===== src/rtl/core/tcbst_pkg.sv =====
// shared types, codes and helpers for the tcb spline tangent block
package tcbst_pkg;

  // one key as held in the window
  typedef struct packed {
    logic [15:0]      frame;
    logic [2:0][31:0] pos;
    logic [2:0][15:0] tcb;
  } key_t;

  // job list bits, also the job codes of the back end
  localparam logic [2:0] J_SH0   = 3'd0;  // short track, own key alone
  localparam logic [2:0] J_SH1   = 3'd1;  // short track, first of two
  localparam logic [2:0] J_SH2   = 3'd2;  // short track, second of two
  localparam logic [2:0] J_FIRST = 3'd3;  // first key end tangent
  localparam logic [2:0] J_MID   = 3'd4;  // interior key
  localparam logic [2:0] J_FIN   = 3'd5;  // last key end tangent
  localparam int         NJOB    = 6;

  // one queued command: the window at the key plus the jobs it causes
  typedef struct packed {
    key_t            p;
    key_t            k;
    key_t            c;
    logic [NJOB-1:0] pend;
  } cmd_t;

  localparam logic signed [17:0] Q14_ONE = 18'sd16384;
  localparam logic signed [79:0] TAN_MAX = 80'sd549755813887;
  localparam logic signed [79:0] TAN_MIN = -80'sd549755813888;

  // saturate to the 40 bit tangent range
  function automatic logic signed [39:0] sat40(input logic signed [79:0] v);
    logic signed [39:0] r;
    if (v > TAN_MAX) begin
      r = TAN_MAX[39:0];
    end else if (v < TAN_MIN) begin
      r = TAN_MIN[39:0];
    end else begin
      r = v[39:0];
    end
    return r;
  endfunction

endpackage


===== src/rtl/core/tcbst_front.sv =====
// front end: key window, track position and job classification
module tcbst_front (
  input  logic                 clk,
  input  logic                 rst_n,
  input  logic                 in_valid,
  output logic                 in_stall,
  input  logic [15:0]          in_frame_number,
  input  logic signed [31:0]   in_pos_x,
  input  logic signed [31:0]   in_pos_y,
  input  logic signed [31:0]   in_pos_z,
  input  logic signed [15:0]   in_tension,
  input  logic signed [15:0]   in_continuity,
  input  logic signed [15:0]   in_bias,
  input  logic                 in_last_key,
  input  logic                 q_full,
  output logic                 q_push,
  output tcbst_pkg::cmd_t      q_data
);
  import tcbst_pkg::*;

  logic [1:0] cnt_r, cnt_nxt;
  key_t       old_r, mid_r;
  key_t       cur;
  logic       acc;

  // clamp a q1.14 parameter to -1..1
  function automatic logic [15:0] clamp14(input logic signed [15:0] v);
    logic [15:0] r;
    if (v > 16'sd16384) begin
      r = 16'd16384;
    end else if (v < -16'sd16384) begin
      r = 16'hC000;
    end else begin
      r = v;
    end
    return r;
  endfunction

  // incoming key
  always_comb begin
    cur.frame  = in_frame_number;
    cur.pos[0] = in_pos_x;
    cur.pos[1] = in_pos_y;
    cur.pos[2] = in_pos_z;
    cur.tcb[0] = clamp14(in_tension);
    cur.tcb[1] = clamp14(in_continuity);
    cur.tcb[2] = clamp14(in_bias);
  end

  assign in_stall = q_full;
  assign acc      = in_valid && !q_full;

  // jobs caused by this key
  always_comb begin
    q_data.p    = old_r;
    q_data.k    = mid_r;
    q_data.c    = cur;
    q_data.pend = '0;
    case (cnt_r)
      2'd0: q_data.pend[J_SH0] = in_last_key;
      2'd1: begin
        q_data.pend[J_SH1] = in_last_key;
        q_data.pend[J_SH2] = in_last_key;
      end
      2'd2: begin
        q_data.pend[J_FIRST] = 1'b1;
        q_data.pend[J_MID]   = 1'b1;
        q_data.pend[J_FIN]   = in_last_key;
      end
      default: begin
        q_data.pend[J_MID] = 1'b1;
        q_data.pend[J_FIN] = in_last_key;
      end
    endcase
    q_push = acc && (in_last_key || cnt_r[1]);
  end

  // key count, saturating at three or more
  always_comb begin
    cnt_nxt = cnt_r;
    if (acc) begin
      if (in_last_key) begin
        cnt_nxt = 2'd0;
      end else if (cnt_r != 2'd3) begin
        cnt_nxt = cnt_r + 2'd1;
      end
    end
  end

  always_ff @(posedge clk) begin
    if (!rst_n) begin
      cnt_r <= 2'd0;
    end else begin
      cnt_r <= cnt_nxt;
    end
  end

  // window shift
  always_ff @(posedge clk) begin
    if (!rst_n) begin
      old_r <= '0;
      mid_r <= '0;
    end else if (acc && !in_last_key) begin
      old_r <= mid_r;
      mid_r <= cur;
    end
  end

endmodule


===== config.mk =====
export PLATFORM = sky130hd
export DESIGN_NAME = tcbst_front
export DESIGN_NICKNAME = d
export VERILOG_FILES = /design/src/rtl/core/tcbst_pkg.sv /design/src/rtl/core/tcbst_front.sv
export SDC_FILE = /design/constraint.sdc
export NUM_CORES = 1
export LEC_CHECK = 0
export ABC_AREA = 1
export BUFFER_PORTS_ARGS = -buffer_cell sky130_fd_sc_hd__buf_4
export CORE_AREA = 2 2 255 257
export DETAILED_ROUTE_END_ITERATION = 10
export DIE_AREA = 0 0 257 259
export GPL_ROUTABILITY_DRIVEN = 0
export PLACE_DENSITY = 0.47
export REMOVE_ABC_BUFFERS = 1
export SLEW_MARGIN = 0
export SYNTH_ARGS = -nofsm -noshare
export SYNTH_HDL_FRONTEND = slang
export SYNTH_SLANG_ARGS = --single-unit

===== constraint.sdc =====
create_clock -name clk -period 1.3 [get_ports clk]
set_clock_uncertainty 0.15 [all_clocks]
set_input_delay 0.065 -clock clk [delete_from_list [all_inputs] [get_ports clk]]
set_output_delay 0.065 -clock clk [all_outputs]
set_load 0.05 [all_outputs]

# Word level (Yosys, flattened, before mapping)
# Index checks and enable logic that the tools add are counted.
[totals]
ff_bits = 322
input_bits = 165
output_inout_bits = 488
elab_cells = 47
[classes]
n_addsub = 1
n_lt_le_gt_ge = 6
eq_ne = 3
mux = 12
n_reduce_logical = 10
[op_table]
columns = ["cell", "count"]
rows = [
  ["16-bit two-way mux", 6],
  ["16-bit greater-than comparator, second input constant", 3],
  ["16-bit by 15-bit less-than comparator with 1-bit output, second input constant", 3],
  ["2-bit two-way mux", 4],
  ["1-bit logical AND", 3],
  ["2-bit by 1-bit adder with 2-bit output, second input constant", 1],
  ["2-bit by 1-bit equality test with 1-bit output, second input constant", 1],
  ["2-bit equality test, second input constant", 1],
  ["1-bit zero test", 2],
  ["2-bit zero test", 1],
  ["1-bit two-way mux", 2],
  ["2-bit != test, second input constant", 1],
  ["2-bit AND reduction", 1],
  ["2-bit nonzero test", 1],
  ["2-bit OR reduction", 1],
  ["1-bit logical OR", 1],
]

# Longest topological paths before layout
# Gate-level depths: netlist of run 1.
[depth]
depth_word = 3
depth_mapped = 9
depth_no_buf = 7

# Least setup slack after synthesis of run 1
# OpenSTA, ideal clock, no wires.
[synth_timing]
path_kind = "register to output"
start = "register cnt_r[0]"
end = "output q_data[5] in the netlist's numbering"
arrival_ps = 1744
required_time_ps = 1085
setup_slack_ps = -659
path_stages_with_launch = 4
path_buffers = 0
path_cell_list = "dfxtp_1 > inv_1 > ha_1 > nor3_1"
[synth_rtl]
columns = ["item", "line_no", "source"]
rows = [
  ["start: declaration", "tcbst_front.sv:21", "logic [1:0] cnt_r, cnt_nxt;"],
  ["start signal: assignment", "tcbst_front.sv:94", "cnt_r <= cnt_nxt;"],
  ["end: declaration", "tcbst_front.sv:17", "output tcbst_pkg::cmd_t q_data"],
]

==> impl_metrics.yaml, run 1 <==
hold_path:
  min_path_type: "input pin to flip-flop"
  hold_path_startpoint: "in_continuity[11]"
placed_design:
  dp_hpwl_um: 36600
  io_buffers: 652
  post-place-cells: 3104
drt:
  drc: 0
  wl_met1_um: 21000
  wl_met3_um: 3130
  routed_wl_um: 52700
  top_layer: "met4"
  num_vias: 14283
  met2WireLength_um: 27200
  dr.pass1.iters: 7
  detail-route-antenna-nets: 0
  viasPerCell: 4.14
  drt_iter0_markers: 757
  wl_per_cell_um: 15.3
synthesis:
  synth_top_flop_cell: "dfxtp_1"
  netlist_top_cells_area: "dfxtp_1 (51%), nor2_1 (18%), o21ai_0 (9.8%)"
  avgSynthCellArea_sq_um: 7.43
  yosys.area.top_type: "dfxtp_1"
  ys_ff_latch: 322
  ys_top_cells_by_count: "nor2_1 (617), dfxtp_1 (322), o21ai_0 (250), buf_4 (119), inv_1 (97)"
  synthCells: 1716
  synthDominantCellAreaShare_pct: 50.6
  ys_async_sr_fraction_pct: 0
  ys_types: 21
  ys_warn_count: 0
  yosysSeqAreaShare_pct: 50.6
  synth_most_common_cell: "nor2_1"
  netlist_area_sq_um: 12700
  synth-edff-count: 0
power_and_ir_drop:
  seqPwrFrac_pct: 35.8
  power_switching_w: 0.00945
  p_sw_share_pct: 31.1
  totalPowerFinal_w: 0.0304
  vdd_drop_max_v: 0.000709
  p_leak_nw: 12.3
  p_clk_share_pct: 38.3
  p_comb_share_pct: 25.9
  intPower_w: 0.0209
  power.density_nw_per_um2: 1190
cts:
  cts_max_path_buffers: 3
  numCtsBuffers: 39
  clock_latency_ps: 540
  clock-sinks: 322
  cts_tree: "built"
  h-tree-depth: 2
  clk_pin_slew_ps: 60
  cts-root-buf: "clkbuf_16"
cells_and_area:
  multi_input_area_sq_um: 4960
  diodes: 0
  drive_gt1_share_pct: 53.5
  final_util_pct: 40.0
  stdcell_count: 3446
  seq_area_sq_um: 6930
  final_nets: 2733
  syn2layout_area_growth_pct: 100
  n_fill_cell: 6301
floorplan:
  ioPinCount: 653
  die_w_um: 257
  num_rows: 93
  dieArea_sq_um: 66600
  initial_utilization_pct: 19.9
  coreArea_sq_um: 63900
  die_h_um: 259
global_routing:
  antenna_found_initial: 0
  grt-ovfl-total: 0
  grt_pass1_vias: 13910
  grt_max_degree: 63
  grt_first_pass_wirelength_um: 78800
  gr-usage-all-layers_pct: 14.6
worst_setup_path:
  timing.rr.start: "cnt_r[0]$_SDFFE_PN0P_"
  end_kind: "primary output"
  cp-startpoint: "cnt_r[0]$_SDFFE_PN0P_"
  crit_chain: "inv_4, ha_4, buf_6, nand2_2, inv_2, buf_8"
  crit_path_start_kind: "flip-flop"
  worstPathRequired_ps: 1090
  arrival_ps: 1460
  max_stage_delay_ps: 380
  crit_type: "flip-flop to primary output"
  crit_slowest_cell: "dfxtp_4"
  worstPathMaxFanout: 3
sta:
  setup_violations: 24
  tns_ps: -4300
  finalMaxSlewViolations: 0
  worst_pin_slew_ps: 524
  max_freq_mhz: 597
  fin_crit_ps: 1670
  slew_headroom_pct: 64.9
  layout_setup_ws_ps: -374
  min_period_over_period_pct: 129
  holdWs_ps: -183
  hold_viol_final: 26
  rsz0062_at_grt: "true"
status:
  status: "finished with violations"
  failed_checks: "hold timing, setup timing"
job:
  maxCapViolCount: 0
[state kept, by name (all words and copies together), names as in the netlist]
signal  count
cnt_r       2
q_data    320
[cell type report]
cell class	instances	area share, %
clock buffers	53	4.30
inverters	99	1.51
flip-flops and latches	322	27.1
well taps	855	4.19
repair buffers	1037	42.4
clock inverters	15	1.02
multi-input cells	1065	19.4
[worst paths after layout]
kind / end / slack (ps) / depth (start not counted)
min: q_data[193]$_SDFFE_PN0P_ / -180 / 6
min reg2reg: q_data[400]$_SDFFE_PN0P_ / 340 / 2
max reg2reg: cnt_r[0]$_SDFFE_PN0P_ / 30 / 6
max: q_data[0] / -370 / 6
[placed cells by master, fill, tap and decap left out]
cell type	netlist	routed
inv_4	0	3
o21bai_1	1	1
inv_2	2	42
o21ai_0	250	250
inv_8	0	1
nor2_2	1	10
clkbuf_1	53	7
nand2_4	0	31
buf_6	5	170
buf_4	119	464
nor2_1	617	599
a21oi_1	48	39
nor3_4	0	1
bufinv_16	0	7
clkbuf_8	0	7
dfxtp_2	0	288
o21ai_1	70	70
inv_1	97	53
nor2_4	0	9
clkinv_2	0	5
a21oi_2	0	9
nand2_2	1	13
clkbuf_16	0	39
buf_8	0	220
dlygate4sd3_1	0	146
ha_1	4	1
nand2_8	0	1
nand2_1	67	23
dfxtp_4	0	33
buf_12	0	28
ha_4	0	3
a31oi_1	3	3
inv_6	0	3
dlymetal6s4s_1	0	9
dfxtp_1	322	1
nand3_1	2	2
[cells by family (layout without fill, tap and decap cells)]
kind of cell | after synthesis | count (layout) | synth area share [%]
compound gates | 372 | 372 | 14.7
fa+ha+maj | 4 | 4 | 0.393
buf+inv | 329 | 1204 | 14.0
flops | 322 | 322 | 50.6
simple gates | 689 | 689 | 20.4
[worst max-delay path, delay by kind of cell, from the launching register on]
kind	cells	cell delay (ps)
flip-flops	1	380
buffers and inverters	4	330
adder cells (fa/ha/maj)	1	170
AND/OR/NAND/NOR	1	50
[through the flow]
step / cell area, sq um / setup WS [ps]
4_1_cts: 24500 / -407
3_5_place_dp: 18400 / -314
6_report: 25500 / -374
5_1_grt: 25500 / -440
3_3_place_gp: 18400 / -285
2_1_floorplan: 11300 / -10590
[power by group through the flow]
| stage | Combinational (W) | Sequential, W | Clock (W) |
|---|---|---|---|
| 2_1_floorplan | 0.00129 | 0.0126 | 0 |
| 3_3_place_gp | 0.00622 | 0.0109 | 0 |
| 3_5_place_dp | 0.00623 | 0.0109 | 0 |
| 4_1_cts | 0.00748 | 0.0109 | 0.0120 |
| 5_1_grt | 0.00824 | 0.0109 | 0.0124 |
| 6_report | 0.00787 | 0.0109 | 0.0116 |
[what timing repair did]
item / in CTS / in global routing
endpoints found under the setup margin: 369 / 200
gates cloned: 1 / 1
pin swaps: 9 / 34
gates resized for setup: 908 / 257
hold buffers: 144 / 12
hold endpoints to repair: 253 / 38
setup buffers: 97 / 21
[routing by layer]
layer	vias up	GRT usage (%)
met5	-	0
met4	0	4.73
met3	83	3.33
met2	449	26.4
met1	6763	17.1
li1	6988	-
Power figures use the tool's default switching activity.
==> run 2: changes to the inputs <==
--- a/config.mk
+++ b/config.mk
@@ -6,12 +6,14 @@
 export NUM_CORES = 1
 export LEC_CHECK = 0
 export ABC_AREA = 1
+export ABC_CLOCK_PERIOD_IN_PS = 1300
 export BUFFER_PORTS_ARGS = -buffer_cell sky130_fd_sc_hd__buf_4
 export CORE_AREA = 2 2 255 257
 export DETAILED_ROUTE_END_ITERATION = 10
 export DIE_AREA = 0 0 257 259
 export GPL_ROUTABILITY_DRIVEN = 0
 export PLACE_DENSITY = 0.47
+export RECOVER_POWER = 50
 export REMOVE_ABC_BUFFERS = 1
 export SLEW_MARGIN = 0
 export SYNTH_ARGS = -nofsm -noshare
==> run 2 against run 1 <==
Compared with the run above:
- the flow still finishes with violations (hold timing, setup timing)
- critical path depth unchanged
- final area down 0.81%
- flip-flop and latch count unchanged
- critical endpoint unchanged
- via count down 0.20%
- count of clock-buffer cells in the layout unchanged
- clock power about the same
- die area unchanged
- power down 0.29%
- wire length down 0.22%
- worst hold slack about the same
- setup slack about the same
==> impl_metrics.yaml, run 2 (same netlist as run 1, synthesis figures left out) <==
status:
  status: "finished with violations"
  failed_checks: "hold timing, setup timing"
sta:
  setup_violations: 130
  finalMaxSlewViolations: 0
  layout_setup_ws_ps: -374
  worst_pin_slew_ps: 729
  fin_crit_ps: 1670
  slew_headroom_pct: 51.4
  rsz0062_at_grt: "true"
  holdWs_ps: -183
  max_freq_mhz: 597
  min_period_over_period_pct: 129
  hold_viol_final: 19
cts:
  clock-sinks: 322
  cts_tree: "built"
  numCtsBuffers: 39
  cts-root-buf: "clkbuf_16"
  h-tree-depth: 2
  clk_pin_slew_ps: 60
  clock_latency_ps: 540
  cts_max_path_buffers: 3
cells_and_area:
  stdcell_count: 3446
  mostFrequentLayoutCell: "nor2_1"
  drive_gt1_share_pct: 53.3
  finalInstanceArea_sq_um: 25300
  final_nets: 2733
  diodes: 0
  final_cell_mix: "nor2_1 (599), buf_4 (406), dfxtp_2 (288)"
  syn2layout_area_growth_pct: 98.8
  n_fill_cell: 6355
  largest_reg_flops: 320
hold_path:
  min_path_type: "input pin to flip-flop"
  whs_path_depth: 6
  worstHoldEndpoint: "q_data[193]$_SDFFE_PN0P_"
  hold_path_startpoint: "in_continuity[11]"
global_routing:
  grt_first_pass_wirelength_um: 78800
  gr-usage-all-layers_pct: 14.6
  grt-ovfl-total: 0
  top_usage_layer: "met2"
  antenna_found_initial: 0
  grt_use_met2_pct: 26.4
  use_met1_pct: 17.1
  grt_max_degree: 63
  use_met3_pct: 3.33
  grt_pass1_vias: 13910
worst_setup_path:
  crit_path_start_kind: "flip-flop"
  reg2reg_depth: 6
  reg2reg_to: "cnt_r[0]$_SDFFE_PN0P_"
  end_kind: "primary output"
  r2r_slack_ps: 30
  worstPathMaxFanout: 3
  crit_slowest_cell: "dfxtp_4"
  crit_type: "flip-flop to primary output"
  worstPathRequired_ps: 1090
  crit_chain: "inv_4, ha_4, buf_6, nand2_2, inv_2, buf_8"
  arrival_ps: 1460
  timing.rr.start: "cnt_r[0]$_SDFFE_PN0P_"
  max_stage_delay_ps: 380
  cp-startpoint: "cnt_r[0]$_SDFFE_PN0P_"
placed_design:
  dp_hpwl_um: 36600
  io_buffers: 652
  placed_cell_area_sq_um: 18400
  post-place-cells: 3104
floorplan:
  dieArea_sq_um: 66600
  num_rows: 93
  coreArea_sq_um: 63900
  ioPinCount: 653
  initial_utilization_pct: 19.9
  die_w_um: 257
  die_h_um: 259
power_and_ir_drop:
  vdd_drop_max_v: 0.000708
  power.density_nw_per_um2: 1200
  p_leak_nw: 12.3
drt:
  num_vias: 14254
  drt_iter0_markers: 804
  wl_per_cell_um: 15.3
  routed_wl_um: 52600
  drc: 0
  detail-route-antenna-nets: 0
  dr.pass1.iters: 5
  viasPerCell: 4.14
job:
  maxCapViolCount: 0
-- run 2: layer usage --
| layer | wire (um) | up-vias | share of wire [%] |
|---|---|---|---|
| li1 | - | 6992 | - |
| met1 | 21000 | 6737 | 40 |
| met2 | 27100 | 441 | 52 |
| met3 | 3070 | 84 | 5.8 |
| met4 | 1390 | 0 | 2.6 |
| met5 | 0 | - | 0 |
-- run 2: timing repair --
item                       in CTS  in global routing
setup endpoints to repair     369                200
buffers inserted               97                 21
hold endpoints to repair      253                 38
hold buffers                  144                 12
cloned                          1                  1
resized for setup             908                257
pin swaps                       9                 34
-- run 2: worst max-delay path, delay by kind of cell, from the launching register on --
family / cells / cell delay, ps
adder cells (fa/ha/maj): 1 / 170
flip-flops: 1 / 380
AND/OR/NAND/NOR: 1 / 50
buffers and inverters: 4 / 330
-- run 2: worst max path at each step --
| stage | end | cells past startpoint |
|---|---|---|
| 2_1_floorplan | q_data[214]$_SDFFE_PN0P_ | 6 |
| 3_3_place_gp | q_data[48] | 7 |
| 3_5_place_dp | q_data[23] | 6 |
| 4_1_cts | q_data[0] | 6 |
| 5_1_grt | q_data[5] | 4 |
| 6_report | q_data[0] | 6 |
-- run 2: power breakdown --
part / leakage (nW) / switching (W) / internal, W
combinational: 8.81 / 0.00466 / 0.00312
sequential: 2.78 / 0.000444 / 0.0104
clock: 0.671 / 0.00433 / 0.00731
total: 12.3 / 0.00944 / 0.0209
-- run 2: cell type report --
class / instances / area, sq um / area share [%]
clock inverters: 15 / 262 / 1.03
repair buffers: 1037 / 10600 / 41.9
inverters: 99 / 387 / 1.53
clock buffers: 53 / 1100 / 4.34
multi-input cells: 1065 / 4960 / 19.6
well taps: 855 / 1070 / 4.22
flip-flops and latches: 322 / 6930 / 27.4
-- run 2: per-stage QoR --
step | TNS (ps) | setup slack [ps] | utilization [%] | power [W]
after floorplan | -3148700 | -10590 | - | 0.0139
after global placement | -33320 | -285 | 28.8 | 0.0171
after global routing | -35990 | -440 | 39.7 | 0.0315
after CTS | -7730 | -407 | 38.3 | 0.0304
after detailed placement | -38470 | -314 | 28.8 | 0.0172
final | -7650 | -374 | 39.7 | 0.0303
==> run 3: changes to the inputs <==
--- a/config.mk
+++ b/config.mk
@@ -6,7 +6,7 @@
 export NUM_CORES = 1
 export LEC_CHECK = 0
 export ABC_AREA = 1
-export ABC_CLOCK_PERIOD_IN_PS = 1300
+export ABC_CLOCK_PERIOD_IN_PS = 1800
 export BUFFER_PORTS_ARGS = -buffer_cell sky130_fd_sc_hd__buf_4
 export CORE_AREA = 2 2 255 257
 export DETAILED_ROUTE_END_ITERATION = 10
==> constraint.sdc (replaced) <==
create_clock -name clk -period 1.8 [get_ports clk]
set_clock_uncertainty 0.15 [all_clocks]
set_input_delay 0.09 -clock clk [delete_from_list [all_inputs] [get_ports clk]]
set_output_delay 0.09 -clock clk [all_outputs]
set_load 0.05 [all_outputs]
==> run 3 against run 2 <==
Compared with the run above:
- the run ends with hold timing left
- register-to-register slack improved by 240 ps
- worst hold slack better by 150 ps
- combinational power is 40% lower
- count of clock-buffer cells in the layout up 8
- critical path depth fell by 2
- largest cell class unchanged
- critical path type unchanged
- via count decreased by 1.8%
==> impl_metrics.yaml, run 3 (same netlist as run 1, synthesis figures left out) <==
worst_setup_path:
  reg2reg_depth: 3
  max_stage_delay_ps: 370
  r2r_slack_ps: 270
  crit_path_start_kind: "flip-flop"
  worstPathRequired_ps: 1560
  timing.rr.start: "q_data[249]$_SDFFE_PN0P_"
  crit_slowest_cell: "dfxtp_4"
  cp-startpoint: "cnt_r[0]$_SDFFE_PN0P_"
  end_kind: "primary output"
  crit_chain: "inv_2, ha_4, nor3_4, buf_6"
  worstSetupEndpoint: "q_data[5]"
  crit_type: "flip-flop to primary output"
  worstPathMaxFanout: 4
  arrival_ps: 1490
  reg2reg_to: "q_data[249]$_SDFFE_PN0P_"
placed_design:
  pre_cts_ws_ps: 9.89
  io_buffers: 652
  dp_hpwl_um: 36100
power_and_ir_drop:
  vdd_drop_max_v: 0.000521
  totalPowerFinal_w: 0.0203
  p_leak_nw: 10.6
  power.density_nw_per_um2: 950
status:
  status: "finished with violations"
  failed_checks: "hold timing"
sta:
  max_freq_mhz: 577
  hold_viol_final: 1
  setup_violations: 0
  finalMaxSlewViolations: 0
  rsz0062_at_grt: "false"
  fin_crit_ps: 1730
  worst_pin_slew_ps: 879
  layout_setup_ws_ps: 66.9
  min_period_over_period_pct: 96.3
  slew_headroom_pct: 41.2
  holdWs_ps: -28.8
cells_and_area:
  multi_input_area_sq_um: 4570
  mostFrequentLayoutCell: "nor2_1"
  largest_reg_flops: 320
  seq_area_sq_um: 6450
  syn2layout_area_growth_pct: 67.6
  final_nets: 2690
  drive_gt1_share_pct: 23.5
  n_fill_cell: 6880
  final_cell_mix: "nor2_1 (615), buf_4 (461), dfxtp_1 (320)"
  diodes: 0
drt:
  routed_wl_um: 52700
  dr.pass1.iters: 5
  num_vias: 14004
  detail-route-antenna-nets: 0
  wl_per_cell_um: 15.5
  viasPerCell: 4.12
  drt_iter0_markers: 689
  drc: 0
cts:
  h-tree-depth: 2
  clock_latency_ps: 540
  clk_pin_slew_ps: 60
  cts_max_path_buffers: 3
  numCtsBuffers: 39
  cts-root-buf: "clkbuf_16"
  clock-sinks: 322
  cts_tree: "built"
floorplan:
  die_w_um: 257
  die_h_um: 259
  num_rows: 93
  dieArea_sq_um: 66600
  coreArea_sq_um: 63900
  ioPinCount: 653
  initial_utilization_pct: 19.9
global_routing:
  grt_max_degree: 57
  grt_first_pass_wirelength_um: 78800
  antenna_found_initial: 0
  gr-usage-all-layers_pct: 14.8
  grt_pass1_vias: 13735
  grt-ovfl-total: 0
hold_path:
  min_path_type: "input pin to flip-flop"
job:
  maxCapViolCount: 0
==> run 3: cell count changes in the layout (fill, tap and decap cells not counted), sizes merged <==
cell	delta
buf	-341
bufinv	-6
clkbuf	+170
clkinvlp	+2
dlygate4sd3	+144
dlymetal6s4s	-8
inv	-4
==> run 3: final cells by class <==
class	count	share of cell area [%]
flip-flops and latches	322	30.2
clock inverters	7	0.322
well taps	855	5.01
repair buffers	994	35.7
inverters	99	1.77
clock buffers	61	5.67
multi-input cells	1065	21.4
==> run 3: how the worst min path moves through the flow <==
stage,start,endpoint,cells past startpoint
5_1_grt,in_continuity[14],q_data[186]$_SDFFE_PN0P_,5
4_1_cts,in_tension[14],q_data[171]$_SDFFE_PN0P_,5
3_5_place_dp,in_pos_z[31],q_data[309]$_SDFFE_PN0P_,3
2_1_floorplan,q_full,in_stall,0
3_3_place_gp,in_pos_z[31],q_data[309]$_SDFFE_PN0P_,3
6_report,in_continuity[14],q_data[186]$_SDFFE_PN0P_,5
==> run 3: repair_timing <==
item	4_1_cts	5_1_grt
buffers inserted	1	0
hold buffers	291	2
setup endpoints to repair	5	29
gates cloned	0	0
hold endpoints to repair	263	2
resized for setup	12	7
pin swaps	1	1
==> run 3: stage by stage <==
stage | std cells | instance area (sq um) | utilization (%) | TNS [ps]
floorplan | 1486 | 11300 | - | -2994700
global placement | 3041 | 17800 | 27.9 | -9.55
detailed placement | 3041 | 17800 | 27.9 | 0
CTS | 3401 | 22100 | 34.6 | 0
global route | 3403 | 21400 | 33.4 | 0
finish | 3403 | 21400 | 33.4 | 0
==> run 3: worst max-delay path, delay by kind of cell, from the launching register on <==
kind	cells	cell delay, ps
adders and majority gates	1	180
buffers and inverters	2	250
DFF	1	370
and+or+nand+nor	1	150
==> run 3: power breakdown <==
group | total [W] | switching (W) | internal (W)
Clock | 0.00788 | 0.00313 | 0.00475
Combinational | 0.00468 | 0.00320 | 0.00148
Sequential | 0.00774 | 0.000248 | 0.00749
Total | 0.0203 | 0.00658 | 0.0137
==> run 3: layer usage <==
layer  share of wire [%]  vias up  GRT usage [%]
met4                 3.3        0           5.86
met5                   0        -              0
met1                  41     6578           17.5
met2                  50      441           26.3
li1                    -     6898              -
met3                 5.6       87           2.67
